===== src/design/cbz_pkg.sv =====
// Shared constants and types for the curve sampler / arc follower.
// No dependencies.
package cbz_pkg;

    localparam int MAX_POINTS = 64;
    localparam int IDX_W      = $clog2(MAX_POINTS);
    localparam int CNT_W      = $clog2(MAX_POINTS + 1);
    localparam int COORD_W    = 32;
    localparam int LEN_W      = 32;
    localparam int TOT_W      = LEN_W + IDX_W + 1;
    localparam int COEF_W     = 41;
    localparam int NUM_W      = 64;

    localparam logic OP_BUILD  = 1'b0;
    localparam logic OP_INTERP = 1'b1;

    // one row of the point memory
    typedef struct packed {
        logic signed [COORD_W-1:0] x;
        logic signed [COORD_W-1:0] y;
        logic [LEN_W-1:0]          len;
    } t_entry;

    // per-axis polynomial coefficients
    typedef struct packed {
        logic signed [COORD_W-1:0] a0;
        logic signed [COEF_W-1:0]  b;
        logic signed [COEF_W-1:0]  c;
        logic signed [COEF_W-1:0]  d;
    } t_coef;

endpackage


===== src/design/cbz_sqrt.sv =====
// Digit-by-digit integer square root, one root bit per cycle.
// Uses cbz_pkg for the length width.
module cbz_sqrt import cbz_pkg::*; (
    input  logic               i_clk,
    input  logic               i_rst_n,
    input  logic               i_start,
    input  logic [2*LEN_W-1:0] i_value,
    output logic               o_done,
    output logic [LEN_W-1:0]   o_root
);
    localparam int STEP_W = $clog2(LEN_W + 1);

    logic               r_busy;
    logic               r_done;
    logic [STEP_W-1:0]  r_step;
    logic [2*LEN_W-1:0] r_v;
    logic [LEN_W+1:0]   r_rem;
    logic [LEN_W-1:0]   r_root;
    logic [LEN_W+2:0]   t;
    logic [LEN_W+2:0]   trial;
    logic               fits;

    assign t     = {r_rem[LEN_W:0], r_v[2*LEN_W-1 -: 2]};
    assign trial = {1'b0, r_root, 2'b01};
    assign fits  = t >= trial;

    always_ff @(posedge i_clk) begin
        if (!i_rst_n) begin
            r_busy <= 1'b0;
            r_done <= 1'b0;
            r_step <= '0;
        end else begin
            r_done <= 1'b0;
            if (i_start) begin
                r_busy <= 1'b1;
                r_step <= '0;
                r_v    <= i_value;
                r_rem  <= '0;
                r_root <= '0;
            end else if (r_busy) begin
                r_rem  <= fits ? (LEN_W+2)'(t - trial) : t[LEN_W+1:0];
                r_root <= {r_root[LEN_W-2:0], fits};
                r_v    <= {r_v[2*LEN_W-3:0], 2'b00};
                r_step <= r_step + 1'b1;
                if (r_step == STEP_W'(LEN_W - 1)) begin
                    r_busy <= 1'b0;
                    r_done <= 1'b1;
                end
            end
        end
    end

    assign o_done = r_done;
    assign o_root = r_root;
endmodule


===== config.mk =====
export PLATFORM = sky130hd
export DESIGN_NAME = cbz_sqrt
export DESIGN_NICKNAME = d
export VERILOG_FILES = /design/src/design/cbz_pkg.sv /design/src/design/cbz_sqrt.sv
export SDC_FILE = /design/constraint.sdc
export NUM_CORES = 1
export LEC_CHECK = 0
export BUFFER_PORTS_ARGS = -buffer_cell sky130_fd_sc_hd__buf_4
export CAP_MARGIN = 0
export CORE_MARGIN = 1.5
export CORE_UTILIZATION = 40
export CTS_CLUSTER_DIAMETER = 80
export DETAILED_ROUTE_END_ITERATION = 6
export PLACE_DENSITY_LB_ADDON = 0.3
export SLEW_MARGIN = 20
export SYNTH_ARGS = -nofsm -noshare
export SYNTH_HDL_FRONTEND = slang
export SYNTH_SLANG_ARGS = --single-unit

===== constraint.sdc =====
create_clock -name i_clk -period 5.6 [get_ports i_clk]
set_input_delay 1.12 -clock i_clk [delete_from_list [all_inputs] [get_ports i_clk]]
set_output_delay 1.12 -clock i_clk [all_outputs]
set_load 0.05 [all_outputs]

==> metrics.txt <==
status completed; Worst R2R Path Depth 10; r2r setup slk between 2000 and 2500 ps; crit share post-route 63.5%; Layout area overhead 20.0%; PnR Total Power 2.96 mW; Worst Clk Skew 8.28 ps; Cells after Synth 677; initial drt markers 285; PostCTS Resize Cnt 0; setup slack after layout roughly 2000 ps; Async SR Flop Fraction 0%; die area 19800 sq um; fraction of layout cells with a size suffix above 1 between 20% and 30%; Yosys top cell area share 51.0%; Placement Setup Slack between 1500 and 2000 ps; first-pass GRT wire length between 20000 and 30000 um; commonest non-fill, non-tap cell in the layout edfxtp_1; Leak 3.59 nW; Detailed Routing Iterations Pass 1 5; Period minus WS final 3550 ps; number of port buffers 99; clock transition at the registers of the reported paths about 60 ps; Vias/cell 5.26; CP Capture Type flip-flop; total CTS buffers 17; GRT Overall Usage 16.7%; clk buf depth 2; syn avg cell area 11.2 sq um; Synth area leaders edfxtp_1 51%, mux2_2 9.3%, ha_1 5.8%, a21oi_1 3.6%, nand2_1 3.4%; core box area 18600 sq um; Critical Path RT 5840 ps; register area share after synthesis between 50% and 60%; vias in the first global route 5306; Setup-failing EPs final 0; Power Dens Cells 325 nW/um^2; synthesized area 7600 sq um; GP Congestion 0.825; max_cap viols 0; EDFF count, synth 129; Yosys cell types 56; CP Launch Type flip-flop; Max VDD drop 237 uV; clk sinks 137; largest net degree at the start of global routing 83; CTS H-tree depth 4; root buf cell clkbuf_16; width of the die 141 um; Rows 50; #FFs+latches synth 137; Diodes inserted 0; max_slew headroom between 30% and 40%; hold_ws 473 ps; setup tns final 0 ps; DP HPWL between 10000 and 15000 um; reg-to-reg endpoint r_rem[9]; most frequent cells in the layout 129 x edfxtp_1, 103 x buf_4, 69 x nand2_1; cell taking the most area after synthesis edfxtp_1; Ys Warns 0; Clk Latency, worst-skew pair 420 ps; final WL about 16000 um; Critical R2R Launch r_rem[2]; vias after detailed routing 5332; Initial Util 40.8%; min-delay worst type flip-flop to flip-flop; Crit Path Class flip-flop to flip-flop; final hold viol count 0; syn nets 779; RSZ-0062 raised after global routing no; DRC viols 0; TritonCTS clock tree done; number of post-CTS setup repair buffers 0; Final nets approximately 870; drt wl/cell 15.7 um; ANT nets after route 0; Hold Startpoint r_step[5]; initial antenna violation count 0; Crit Path Max Fanout 23; Endpoint, Worst Hold o_done; Primary FF master, synth edfxtp_1; Slew Viols, Final 0; worst hold stages 1; Max Fclk 0.281 GHz; I/O Pins 100; Post-CTS Hold Fix Bufs 0; GRT overflow 0; Die Height 141 um; actual slew at the worst max-slew pin 1030 ps; WP data arrival 3800 ps
[where the power goes]
part	switching [mW]	total, mW	internal [mW]	leakage, nW
Combinational	0.378	0.646	0.268	2.01
Sequential	0.0319	1.25	1.22	1.31
Clock	0.480	1.06	0.582	0.264
Total	0.890	2.96	2.07	3.59
[critical path, stage by stage, from the launching register on]
cell and delay, ps:
edfxtp_1 400, ha_1 400, o21ai_2 100, a221oi_2 330, nand3_1 160, a211oi_2 250
and4b_4 250, o311ai_4 870, buf_4 360, nor2_1 60, a211oi_1 200
[kinds of logic after synthesis]
group / after synthesis / share of synthesized area [%]
xor+xnor: 30 / 3.46
compound gates: 143 / 12.5
buf+inv: 74 / 3.84
fa+ha+maj: 35 / 5.76
simple gates: 192 / 11.6
mux: 66 / 9.73
flops: 137 / 53.1
[routing by layer]
| metal | wire length, um | track usage (%) | part of all wire (%) |
|---|---|---|---|
| met1 | 7460 | 22.5 | 47 |
| met2 | 7300 | 25.7 | 46 |
| met5 | 0 | 0 | 0 |
| met3 | 939 | 5.13 | 5.9 |
| met4 | 174 | 5.37 | 1.1 |
[synth_stat cells (all sizes together) (3+ instances only)]
master,n
xor2,15
buf,6
mux2,63
o211ai,5
and3,7
o21ai,20
a21o,10
nand3,11
nor2,60
a21oi,54
edfxtp,129
o21a,7
and2,5
inv,41
nand2,69
o21bai,8
nor2b,6
ha,35
a31o,3
clkbuf,27
or4,3
a211oi,12
mux2i,3
nor3,8
xnor2,15
dfxtp,8
a41oi,3
and4,3
nand4,11
[stage by stage]
| stage | std cells | cell area [sq um] | utilization [%] |
|---|---|---|---|
| 2_1_floorplan | 677 | 7600 | - |
| 3_3_place_gp | 982 | 8560 | 45.9 |
| 3_5_place_dp | 982 | 8560 | 45.9 |
| 4_1_cts | 1014 | 9120 | 48.9 |
| 5_1_grt | 1014 | 9120 | 48.9 |
| 6_report | 1014 | 9120 | 48.9 |
[worst max-delay path by stage]
stage	slack (ps)	endpoint	cells after the start	from
floorplan	510	r_busy	4	i_start
global placement	2100	r_rem[19]	11	o_root[22]
detailed placement	1980	r_rem[9]	10	r_rem[2]
CTS	2010	r_rem[9]	10	r_rem[2]
global route	1760	r_rem[11]	11	o_root[1]
finish	2050	r_rem[9]	10	r_rem[2]
[sequential cells by signal, indices dropped and copies added, names as in the netlist]
register / flops
o_root: 32
r_v: 64
r_step: 6
o_done: 1
r_busy: 1
r_rem: 33
[cell type report]
| class | count | area [sq um] |
|---|---|---|
| tap | 234 | 293 |
| sequential | 137 | 4030 |
| inverter | 41 | 154 |
| timing repair buffer | 104 | 793 |
| clock buffer | 17 | 425 |
| clock inverter | 15 | 135 |
| fill | 1737 | 9530 |
| multi-input combinational | 466 | 3280 |
No activity file was read; power rests on OpenSTA's default activity.
